## src/hw/rtl/tdr_pkg.sv

```systemverilog
`default_nettype none

package tdr_pkg;

   // counter width default
   localparam int TIMER_BITS_DEF = 16;

   localparam int TAG_W   = 8;
   localparam int CFG_W   = 16;
   localparam int SOUND_W = 3;
   localparam int CSR_IDX_W = 2;

   localparam logic [TAG_W-1:0] NOT_PRESSED = 8'h00;

   // register indexes
   localparam logic [CSR_IDX_W-1:0] CSR_UPDATE_INTERVAL = 2'd0;
   localparam logic [CSR_IDX_W-1:0] CSR_REPEAT_PERIOD   = 2'd1;
   localparam logic [CSR_IDX_W-1:0] CSR_DEBOUNCE        = 2'd2;
   localparam logic [CSR_IDX_W-1:0] CSR_SOUND_ENABLES   = 2'd3;

   // reset values of the registers
   localparam logic [CFG_W-1:0]   UPDATE_INTERVAL_RST = 16'd50;
   localparam logic [CFG_W-1:0]   REPEAT_PERIOD_RST   = 16'd100;
   localparam logic [CFG_W-1:0]   DEBOUNCE_RST        = 16'd100;
   localparam logic [SOUND_W-1:0] SOUND_ENABLES_RST   = 3'd7;

   // sound enable bits
   localparam int SND_EN_PRESS   = 0;
   localparam int SND_EN_RELEASE = 1;
   localparam int SND_EN_REPEAT  = 2;

   // event codes
   localparam logic [1:0] EV_NONE  = 2'd0;
   localparam logic [1:0] EV_START = 2'd1;
   localparam logic [1:0] EV_HELD  = 2'd2;
   localparam logic [1:0] EV_END   = 2'd3;

   // sound codes
   localparam logic [1:0] SND_NONE    = 2'd0;
   localparam logic [1:0] SND_PRESS   = 2'd1;
   localparam logic [1:0] SND_REPEAT  = 2'd2;
   localparam logic [1:0] SND_RELEASE = 2'd3;

   typedef struct packed {
      logic [TAG_W-1:0] touch_tag;
      logic             panel_busy;
      logic             start_accepted;
      logic             held_accepted;
      logic             screen_changed;
   } item_type;

   typedef struct packed {
      logic [1:0]       event_kind;
      logic [TAG_W-1:0] event_tag;
      logic [1:0]       sound_kind;
      logic             refresh;
      logic [TAG_W-1:0] held_tag;
      logic             sampled;
   } result_type;

   typedef struct packed {
      logic [CFG_W-1:0]   update_interval;
      logic [CFG_W-1:0]   repeat_period;
      logic [CFG_W-1:0]   debounce;
      logic [SOUND_W-1:0] sound_enables;
   } cfg_type;

endpackage

`default_nettype wire

```

## src/hw/rtl/tdr_state.sv

```systemverilog
`default_nettype none

module tdr_state
   import tdr_pkg::*;
#(
   parameter int TIMER_BITS = TIMER_BITS_DEF
) (
   input  wire logic       clock,
   input  wire logic       reset,
   input  wire logic       step_en,
   input  wire item_type   item,
   input  wire cfg_type    cfg,
   output      result_type result
);

   localparam int CMP_W = (TIMER_BITS > CFG_W) ? TIMER_BITS : CFG_W;

   logic [TAG_W-1:0]      tag_ff, tag_in;
   logic                  deb_ff, deb_in;
   logic                  ign_ff, ign_in;
   logic [TIMER_BITS-1:0] ctr_ff, ctr_in;
   logic [TIMER_BITS-1:0] ctr_inc;
   logic [CMP_W-1:0]      ctr_cmp;

   always_comb begin
      ctr_inc = (ctr_ff != '1) ? ctr_ff + 1'b1 : ctr_ff;
      ctr_cmp = CMP_W'(ctr_inc);
      tag_in  = tag_ff;
      deb_in  = deb_ff;
      ign_in  = ign_ff;
      ctr_in  = ctr_inc;
      result  = '0;
      if (ctr_cmp >= CMP_W'(cfg.update_interval) && !item.panel_busy) begin
         result.sampled = 1'b1;
         if (tag_ff == NOT_PRESSED) begin
            if (item.touch_tag != NOT_PRESSED) begin
               tag_in            = item.touch_tag;
               result.refresh    = 1'b1;
               result.event_kind = EV_START;
               result.event_tag  = item.touch_tag;
               if (item.start_accepted) begin
                  ctr_in = '0;
                  if (cfg.sound_enables[SND_EN_PRESS]) begin
                     result.sound_kind = SND_PRESS;
                  end
               end
               ign_in = item.screen_changed;
            end else begin
               ctr_in = '0;
            end
         end else if (!deb_ff) begin
            if (item.touch_tag == tag_ff) begin
               if (ctr_cmp >= CMP_W'(cfg.repeat_period)) begin
                  result.event_kind = EV_HELD;
                  result.event_tag  = item.touch_tag;
                  if (item.held_accepted) begin
                     result.refresh = 1'b1;
                     if (cfg.sound_enables[SND_EN_REPEAT]) begin
                        result.sound_kind = SND_REPEAT;
                     end
                  end
                  ctr_in = '0;
               end
            end else if (item.touch_tag == NOT_PRESSED) begin
               ctr_in = '0;
               deb_in = 1'b1;
            end
         end else begin
            if (item.touch_tag == tag_ff) begin
               deb_in = 1'b0;
            end else if (ctr_cmp >= CMP_W'(cfg.debounce)) begin
               deb_in = 1'b0;
               tag_in = NOT_PRESSED;
               if (ign_ff) begin
                  // release swallowed after a screen change
                  ign_in = 1'b0;
               end else begin
                  if (cfg.sound_enables[SND_EN_RELEASE]) begin
                     result.sound_kind = SND_RELEASE;
                  end
                  result.event_kind = EV_END;
                  result.event_tag  = tag_ff;
                  result.refresh    = 1'b1;
               end
            end
         end
      end
      result.held_tag = tag_in;
   end

   always_ff @(posedge clock) begin
      if (reset) begin
         tag_ff <= NOT_PRESSED;
         deb_ff <= 1'b0;
         ign_ff <= 1'b0;
         ctr_ff <= '0;
      end else if (step_en) begin
         tag_ff <= tag_in;
         deb_ff <= deb_in;
         ign_ff <= ign_in;
         ctr_ff <= ctr_in;
      end
   end

endmodule

`default_nettype wire

```

## src/hw/rtl/touch_tag_debounce_repeat.sv

```systemverilog
// touch tag debounce with auto-repeat
//
// req_ channel: one item per millisecond tick, carrying the panel's touch tag,
// the busy flag and the screen's answers to the previous start/held events.
// rsp_ channel: exactly one result item per input item, in order: event kind
// and tag, click sound, redraw request, the pressed tag after the tick and
// whether the tag was examined.
// csr_ port: plain write port, register i at index i, taken on csr_write_en.
// path: an item accepted into the input register is worked on by the tick logic
// and loaded into the result register once that register is free or draining,
// and rsp_valid rises as the result is loaded.
// throughput: one item per cycle while rsp_ready stays high; the tick logic
// updates its state as each item steps, so consecutive items need no spacing.
// stall: the two register stages form a pipeline; while rsp_ready is low the
// result holds and the input register still takes one more item.
// reset: pressed tag, debounce and ignore-release marks and the elapsed
// counter clear, registers return to their defaults, both stages empty.
`default_nettype none

module touch_tag_debounce_repeat
   import tdr_pkg::*;
#(
   parameter int TIMER_BITS = TIMER_BITS_DEF
) (
   input  wire logic                 clock,
   input  wire logic                 reset,
   // input items
   input  wire logic                 req_valid,
   output      logic                 req_ready,
   input  wire logic [TAG_W-1:0]     req_touch_tag,
   input  wire logic                 req_panel_busy,
   input  wire logic                 req_start_accepted,
   input  wire logic                 req_held_accepted,
   input  wire logic                 req_screen_changed,
   // result items
   output      logic                 rsp_valid,
   input  wire logic                 rsp_ready,
   output      logic [1:0]           rsp_event_kind,
   output      logic [TAG_W-1:0]     rsp_event_tag,
   output      logic [1:0]           rsp_sound_kind,
   output      logic                 rsp_refresh,
   output      logic [TAG_W-1:0]     rsp_held_tag,
   output      logic                 rsp_sampled,
   // configuration writes
   input  wire logic                 csr_write_en,
   input  wire logic [CSR_IDX_W-1:0] csr_index,
   input  wire logic [CFG_W-1:0]     csr_wdata
);

   // input register stage
   logic       in_valid_ff, in_valid_in;
   item_type   in_item_ff;
   // result register stage
   logic       out_valid_ff, out_valid_in;
   result_type out_ff;
   result_type step_result;
   cfg_type    cfg_ff, cfg_in;
   logic       step_en;
   logic       req_take;

   // the tick runs when the input stage holds an item and the result
   // register is free or draining this cycle
   assign step_en   = in_valid_ff && (!out_valid_ff || rsp_ready);
   assign req_ready = !in_valid_ff || step_en;
   assign req_take  = req_valid && req_ready;

   assign in_valid_in  = req_take || (in_valid_ff && !step_en);
   assign out_valid_in = step_en || (out_valid_ff && !rsp_ready);

   always_ff @(posedge clock) begin
      if (reset) begin
         in_valid_ff  <= 1'b0;
         out_valid_ff <= 1'b0;
      end else begin
         in_valid_ff  <= in_valid_in;
         out_valid_ff <= out_valid_in;
      end
   end

   // payload registers, no reset needed
   always_ff @(posedge clock) begin
      if (req_take) begin
         in_item_ff.touch_tag      <= req_touch_tag;
         in_item_ff.panel_busy     <= req_panel_busy;
         in_item_ff.start_accepted <= req_start_accepted;
         in_item_ff.held_accepted  <= req_held_accepted;
         in_item_ff.screen_changed <= req_screen_changed;
      end
      if (step_en) begin
         out_ff <= step_result;
      end
   end

   // configuration registers
   always_comb begin
      cfg_in = cfg_ff;
      if (csr_write_en) begin
         unique case (csr_index)
            CSR_UPDATE_INTERVAL: cfg_in.update_interval = csr_wdata;
            CSR_REPEAT_PERIOD:   cfg_in.repeat_period   = csr_wdata;
            CSR_DEBOUNCE:        cfg_in.debounce        = csr_wdata;
            CSR_SOUND_ENABLES:   cfg_in.sound_enables   = csr_wdata[SOUND_W-1:0];
            default:             cfg_in = cfg_ff;
         endcase
      end
   end

   always_ff @(posedge clock) begin
      if (reset) begin
         cfg_ff.update_interval <= UPDATE_INTERVAL_RST;
         cfg_ff.repeat_period   <= REPEAT_PERIOD_RST;
         cfg_ff.debounce        <= DEBOUNCE_RST;
         cfg_ff.sound_enables   <= SOUND_ENABLES_RST;
      end else begin
         cfg_ff <= cfg_in;
      end
   end

   // press/hold/release tracking and elapsed counter
   tdr_state #(
      .TIMER_BITS (TIMER_BITS)
   ) u_state (
      .clock   (clock),
      .reset   (reset),
      .step_en (step_en),
      .item    (in_item_ff),
      .cfg     (cfg_ff),
      .result  (step_result)
   );

   assign rsp_valid      = out_valid_ff;
   assign rsp_event_kind = out_ff.event_kind;
   assign rsp_event_tag  = out_ff.event_tag;
   assign rsp_sound_kind = out_ff.sound_kind;
   assign rsp_refresh    = out_ff.refresh;
   assign rsp_held_tag   = out_ff.held_tag;
   assign rsp_sampled    = out_ff.sampled;

endmodule

`default_nettype wire

```

## config.mk

```make
export PLATFORM = sky130hd
export DESIGN_NAME = touch_tag_debounce_repeat
export DESIGN_NICKNAME = d
export VERILOG_FILES = /design/src/hw/rtl/tdr_pkg.sv /design/src/hw/rtl/tdr_state.sv /design/src/hw/rtl/touch_tag_debounce_repeat.sv
export SDC_FILE = /design/constraint.sdc
export NUM_CORES = 1
export LEC_CHECK = 0
export ABC_AREA = 1
export BUFFER_PORTS_ARGS = -buffer_cell sky130_fd_sc_hd__buf_4
export CAP_MARGIN = 20
export CORE_ASPECT_RATIO = 0.75
export CORE_UTILIZATION = 63
export DETAILED_ROUTE_END_ITERATION = 10
export GPL_TIMING_DRIVEN = 0
export PLACE_DENSITY = 0.95
export SLEW_MARGIN = 10
export SYNTH_ARGS = -nofsm -noshare
export SYNTH_HDL_FRONTEND = slang
export SYNTH_SLANG_ARGS = --single-unit
```

## constraint.sdc

```tcl
create_clock -name clock -period 6.7 [get_ports clock]
set_clock_uncertainty 0.05 [all_clocks]
set_input_delay 0.335 -clock clock [delete_from_list [all_inputs] [get_ports clock]]
set_output_delay 0.335 -clock clock [all_outputs]
set_load 0.05 [all_outputs]
```

==> Word-level counts from Yosys, hierarchy flattened <==
Index checks and enable logic that the tools add are counted.
{ "totals": {"regBits": 113, "out_inout_bits": 24} }
{ "op_classes": {"n_addsub": 1, "order_cmp": 3, "n_eq_ne": 7, "muxes": 39, "n_bitwise": 1, "n_reduce_logical": 26} }
{ "ops": {"columns": ["cell", "n"], "rows": [
  ["2-to-1 mux 16 bit", 9],
  ["2-to-1 mux 13 bit", 7],
  ["greater-or-equal comparator 16 bit", 3],
  ["2-to-1 mux 8 bit", 6],
  ["adder 16 x 1 -> 16 bit, second input constant", 1],
  ["zero test 8 bit", 2],
  ["inequality test 16 bit, second input constant", 1],
  ["2-to-1 mux 1 bit", 12],
  ["2-to-1 mux 12 bit", 1],
  ["equality test 8 bit", 1],
  ["AND reduction 2 bit", 4],
  ["nonzero test 8 bit", 1],
  ["2-to-1 mux 2 bit", 3],
  ["AND reduction 6 bit", 1],
  ["logical AND 1 bit", 5],
  ["zero test 1 bit", 5],
  ["equality test 2 bit, second input constant", 2],
  ["logical OR 1 bit", 4],
  ["nonzero test 2 bit", 2],
  ["2-to-1 mux 3 bit", 1],
  ["AND reduction 3 bit", 1],
  ["equality test 2 x 1 -> 1 bit, second input constant", 1],
  ["zero test 2 bit", 1],
  ["inequality test 2 x 1 -> 1 bit, second input constant", 1],
  ["other kinds (2)", 2]
]} }

==> Depth between registers and ports, before layout <==
{ "depth": {"ltp_word": 8, "depth_mapped": 24, "ltp_nobuf": 24} }

==> Modules after synthesis <==
Synthesis repeated with hierarchy kept, for this count alone.
{ "unflattened": {"cells_unflattened": 988, "area_unflattened_um2": 6830.3} }
{ "by_module_without_submodules": {"columns": ["mod", "n_inst", "cells_each", "area_each_um2"], "rows": [
  ["tdr_state", 1, 630, 3632.2],
  ["touch_tag_debounce_repeat", 1, 358, 3198.1]
]} }

==> Least setup slack after synthesis <==
Ideal clock, no wire load.
{ "synth_timing": {"kind": "register to register", "from": "register u_state.ctr_ff[0]", "to": "register out_ff (netlist bit rsp_sound_kind[1]), data pin", "t_arrival_ns": 2.740, "required_ns": 6.505, "setup_slack_ns": 3.766, "stages_incl_launch_ff": 19, "path_buffers": 1, "cell_sequence": "dfxtp_1 ha_1 nand2_2 nor2_2 nand3_2 nor3_4 nand2_1 xor2_1 nand2_1 ha_1 nand2_1 nor3_1 nand3_1 nand3_1 nand2_2 buf_2 nor2_2 nand3_1 o21ai_1"} }
{ "synth_between": {"elab_chain_len": 7, "word_cells_on_any_way": 13, "cone_classes": "1 x add/sub; 3 x order compare; 1 x eq/ne; 7 x mux; 1 x reduce/logical"} }
{ "synth_lines": {"columns": ["element", "line", "rtl"], "rows": [
  ["start: declaration", "tdr_state.sv:21", "logic [TIMER_BITS-1:0] ctr_ff, ctr_in;"],
  ["start signal: assignment", "tdr_state.sv:101", "ctr_ff <= ctr_in;"],
  ["adder 16 x 1 -> 16 bit or inequality test 16 bit (tied branches)", "tdr_state.sv:26", "ctr_inc = (ctr_ff != '1) ? ctr_ff + 1'b1 : ctr_ff;"],
  ["2-to-1 mux 16 bit *", "tdr_state.sv:26", null],
  ["greater-or-equal comparator 16 bit (on tied branches)", "tdr_state.sv:53, tdr_state.sv:71", null],
  ["2-to-1 mux 13 bit (on tied branches)", "tdr_state.sv:53, tdr_state.sv:71", null],
  ["2-to-1 mux 13 bit (on tied branches)", "tdr_state.sv:52, tdr_state.sv:69", null],
  ["2-to-1 mux 13 bit", "tdr_state.sv:51", "end else if (!deb_ff) begin"],
  ["2-to-1 mux 13 bit", "tdr_state.sv:35", "if (tag_ff == NOT_PRESSED) begin"],
  ["end signal: assignment", "touch_tag_debounce_repeat.sv:90", "out_ff <= step_result;"],
  ["end: declaration", "touch_tag_debounce_repeat.sv:55", "result_type out_ff;"]
]} }
Every way passes the cells marked *; elsewhere a longest branch is shown, timed or not.
A chain may end at the register's enable or synchronous reset.

==> impl_metrics.csv <==
group,metric,value,unit
layout,instances_no_fill,1022,
timing,timing.final.crit_share,55.2,%
power_and_ir_drop,pwr-share-comb,10.9,%
grt,grt_pass1_vias,5461,
synthesis,syn_nets,885,
die,io_pins,59,
synthesis,synth_top_area_share,25.3,%
worst_setup_path,endpoint_kind,"flop",
worst_hold_path,min_to,"in_item_ff[3]",
layout,fill_cells,610,
synthesis,synth_edf_count,34,
clock_tree,post_cts.repair.setup_buffers,0,
synthesis,ys_top_cells_by_area,"dfxtp_1 (25%), edfxtp_1 (16%), nand2_1 (10%)",
clock_tree,hold_buffers,0,
route,wirelength_met1,6700,um
route,routed.top_layer,"met4",
layout,seq_area,2600,um^2
route,avgRoutedWirePerCell,16.2,um
route,drc,0,
clock_tree,clkLatencyLatePin,0.42,ns
synthesis,synth.most_common_cell,"nand2_1",
power_and_ir_drop,ir_drop,0.000200,V
timing,setup_tns,0,ns
clock_tree,cts_tree,"yes",
route,vias,5924,
synthesis,synth.top_cells.by_count,"nand2_1 (173), inv_1 (108), a21oi_1 (97), dfxtp_1 (79), nor2_1 (53)",
worst_setup_path,r2r-start,"u_state.ctr_ff[0]",
synthesis,ys_seq_area_share,41.6,%
timing,finalMaxSlewViolations,0,
timing,setup_viol,0,
power_and_ir_drop,seq_power_share,41.8,%
layout,area_growth,18.5,%
power_and_ir_drop,p_per_area,244,nW/um^2
route,wl,16500,um
layout,fin_nets,961,
power_and_ir_drop,p_leak,3.44,nW
layout,multiInputGateArea,3080,um^2
run,max_cap_violations,0,
route,drt-initial-drc-count,685,
synthesis,netlist_area,6250,um^2
timing,slew_headroom,50.6,%
route,wl_met3,1700,um
worst_setup_path,worstPathArrival,3.81,ns
timing,finalHoldViolations,0,
clock_tree,cts.clk_slew.worst_paths,0.06,ns
layout,drive_above_1_share,16.7,%
grt,track_usage,34.0,%
synthesis,synthFlopType,"dfxtp_1",
place,numPlacedInstances,990,
place,hpwlAfterDp,11300,um
layout,antenna_cells,0,
clock_tree,cts_resized,0,
worst_hold_path,hold_path_class,"input pin to flop",
grt,grt_pass1_wl,26200,um
worst_setup_path,r2r_slack,3.00,ns
route,met2_length,7650,um
grt,overflow,0,
synthesis,syn_inst,801,
grt,grt_start_max_net_pins,32,
synthesis,synth-seq-cells,113,
clock_tree,htreeDepth,4,
worst_setup_path,reg2reg_depth,18,
worst_hold_path,hold_depth,1,
die,die-width,117,um
route,dr.pass1.iters,6,
route,drtAntennaViolNets,0,
synthesis,synth_warnings,0,
place,io_buffer_count,57,
timing,worst_slew_pin_slew,0.741,ns
worst_setup_path,start_kind,"flop",
clock_tree,cts_buffers,17,
worst_setup_path,critical_path_class,"flop to flop",
clock_tree,clockBufferDepth,2,
timing,min_period,3.70,ns
die,die_area,10300,um^2
grt,antenna_found_initial,0,
die,die_height,88.3,um
power_and_ir_drop,p_sw,0.478,mW
timing,fmax,270,MHz
place,gp_congestion,0.930,
run_status,outcome,"completed",
die,rows,31,
clock_tree,root_buffer,"clkbuf_16",
route,vias_per_cell,5.80,
timing,rsz0062_at_grt,"false",
synthesis,synthArstFlopShare,0,%
worst_setup_path,worstReg2RegEnd,"rsp_held_tag[4]",
worst_hold_path,hold_start,"req_panel_busy",
die,start_util,64.7,%
power_and_ir_drop,intPower,1.33,mW
power_and_ir_drop,clockPowerShare,47.4,%
worst_setup_path,worstPathMaxFanout,9,
synthesis,avgSynthCellArea,7.80,um^2
layout,fin_util,76.7,%
die,core_area,9660,um^2
synthesis,yosysTopAreaCell,"dfxtp_1",
power_and_ir_drop,power.share.switching,26.5,%
worst_setup_path,worstPathRequired,6.81,ns
synthesis,synth_cell_types,36,
clock_tree,clock_sinks,113,
## placed cells by master (no fill, tap or decap), drive strengths merged
master	n
nor2	61
nor4	1
ha	49
edfxtp	34
xor2	17
clkbuf	37
nand2	188
o211ai	9
a21oi	108
buf	61
bufinv	1
xnor2	1
nand3	33
a21o	2
or2	3
inv	119
o21a	2
o21ai	50
clkinvlp	5
nand4	11
o31ai	1
dfxtp	79
nor3	9
clkinv	7
o21bai	2
## power by group through the flow
stage | Sequential (mW) | Clock [mW] | Combinational [mW]
final | 0.754 | 0.854 | 0.196
after CTS | 0.753 | 0.854 | 0.191
after detailed placement | 0.767 | 0 | 0.186
after floorplan | 0.782 | 0 | 0.107
after global placement | 0.766 | 0 | 0.177
after global routing | 0.757 | 0.886 | 0.214
## state kept, by name, indices dropped and copies added (netlist names), 2 cells and up
signal          count
rsp_event_kind      2
rsp_sound_kind      2
u_state.ctr_ff     16
u_state.tag_ff      8
rsp_event_tag       8
in_item_ff         12
rsp_held_tag        8
cfg_ff             51
## through the flow
stage                     power, mW  hold WS, ns  setup WS [ns]  cell area, um^2
after floorplan               0.889        0.379           3.77             6250
after global placement        0.943        0.395           3.21             6840
after detailed placement      0.953        0.404           3.11             6840
after CTS                      1.80       0.0342           3.07             7410
after global routing           1.86       0.0374           2.65             7410
final                          1.80       0.0423           3.00             7410
## cells by family (layout without fill, tap and decap cells)
| kind of cell | count (synthesis) | in the layout | share of synthesized area [%] |
|---|---|---|---|
| buffers and inverters | 141 | 230 | 9.03 |
| adders and majority gates | 49 | 49 | 9.81 |
| and+or+nand+nor | 306 | 306 | 21.7 |
| AOI/OAI and AO/OA | 174 | 174 | 15.2 |
| xor gates and xnor gates | 18 | 18 | 2.52 |
| DFF | 113 | 113 | 41.7 |
## layer usage
layer,global-route usage (%),vias to the layer above
li1,-,2778
met1,44.7,2720
met3,7.12,62
met4,15.9,0
met2,54.1,364
met5,0,-
## critical path, cell delays in order, from the launching register on
cell     delay (ns)
dfxtp_1        0.45
ha_1           0.22
nand2_2        0.08
nor2_2         0.17
nand3_2        0.13
nor3_4         0.19
nand2_1        0.09
o21ai_0        0.22
inv_1          0.19
ha_1           0.33
nand4_1        0.12
nor3_1         0.27
nand3_1        0.11
nand3_1        0.13
nand2_2        0.10
inv_1          0.17
nand2_2        0.19
nand2_1        0.14
nand2_1        0.08
## final cells by class
class                   count  share of cell area (%)
inverters                 118                    6.01
clock inverters            14                    1.54
flip-flops and latches    113                    35.1
repair buffers             57                    5.78
clock buffers              18                    6.08
plain buffers              23                    1.62
multi-input cells         547                    41.6
well taps                 132                    2.23
## worst max path at each step
stage	slack [ns]	depth (start not counted)	start	to
after floorplan	3.77	18	u_state.ctr_ff[0]	rsp_sound_kind[1]
after global placement	3.21	20	u_state.ctr_ff[0]	u_state.tag_ff[4]
after detailed placement	3.11	18	u_state.ctr_ff[0]	rsp_held_tag[4]
after CTS	3.07	20	u_state.ctr_ff[0]	u_state.deb_ff
after global routing	2.65	20	u_state.ctr_ff[0]	u_state.deb_ff
final	3.00	18	u_state.ctr_ff[0]	rsp_held_tag[4]
Power figures use the tool's default switching activity.
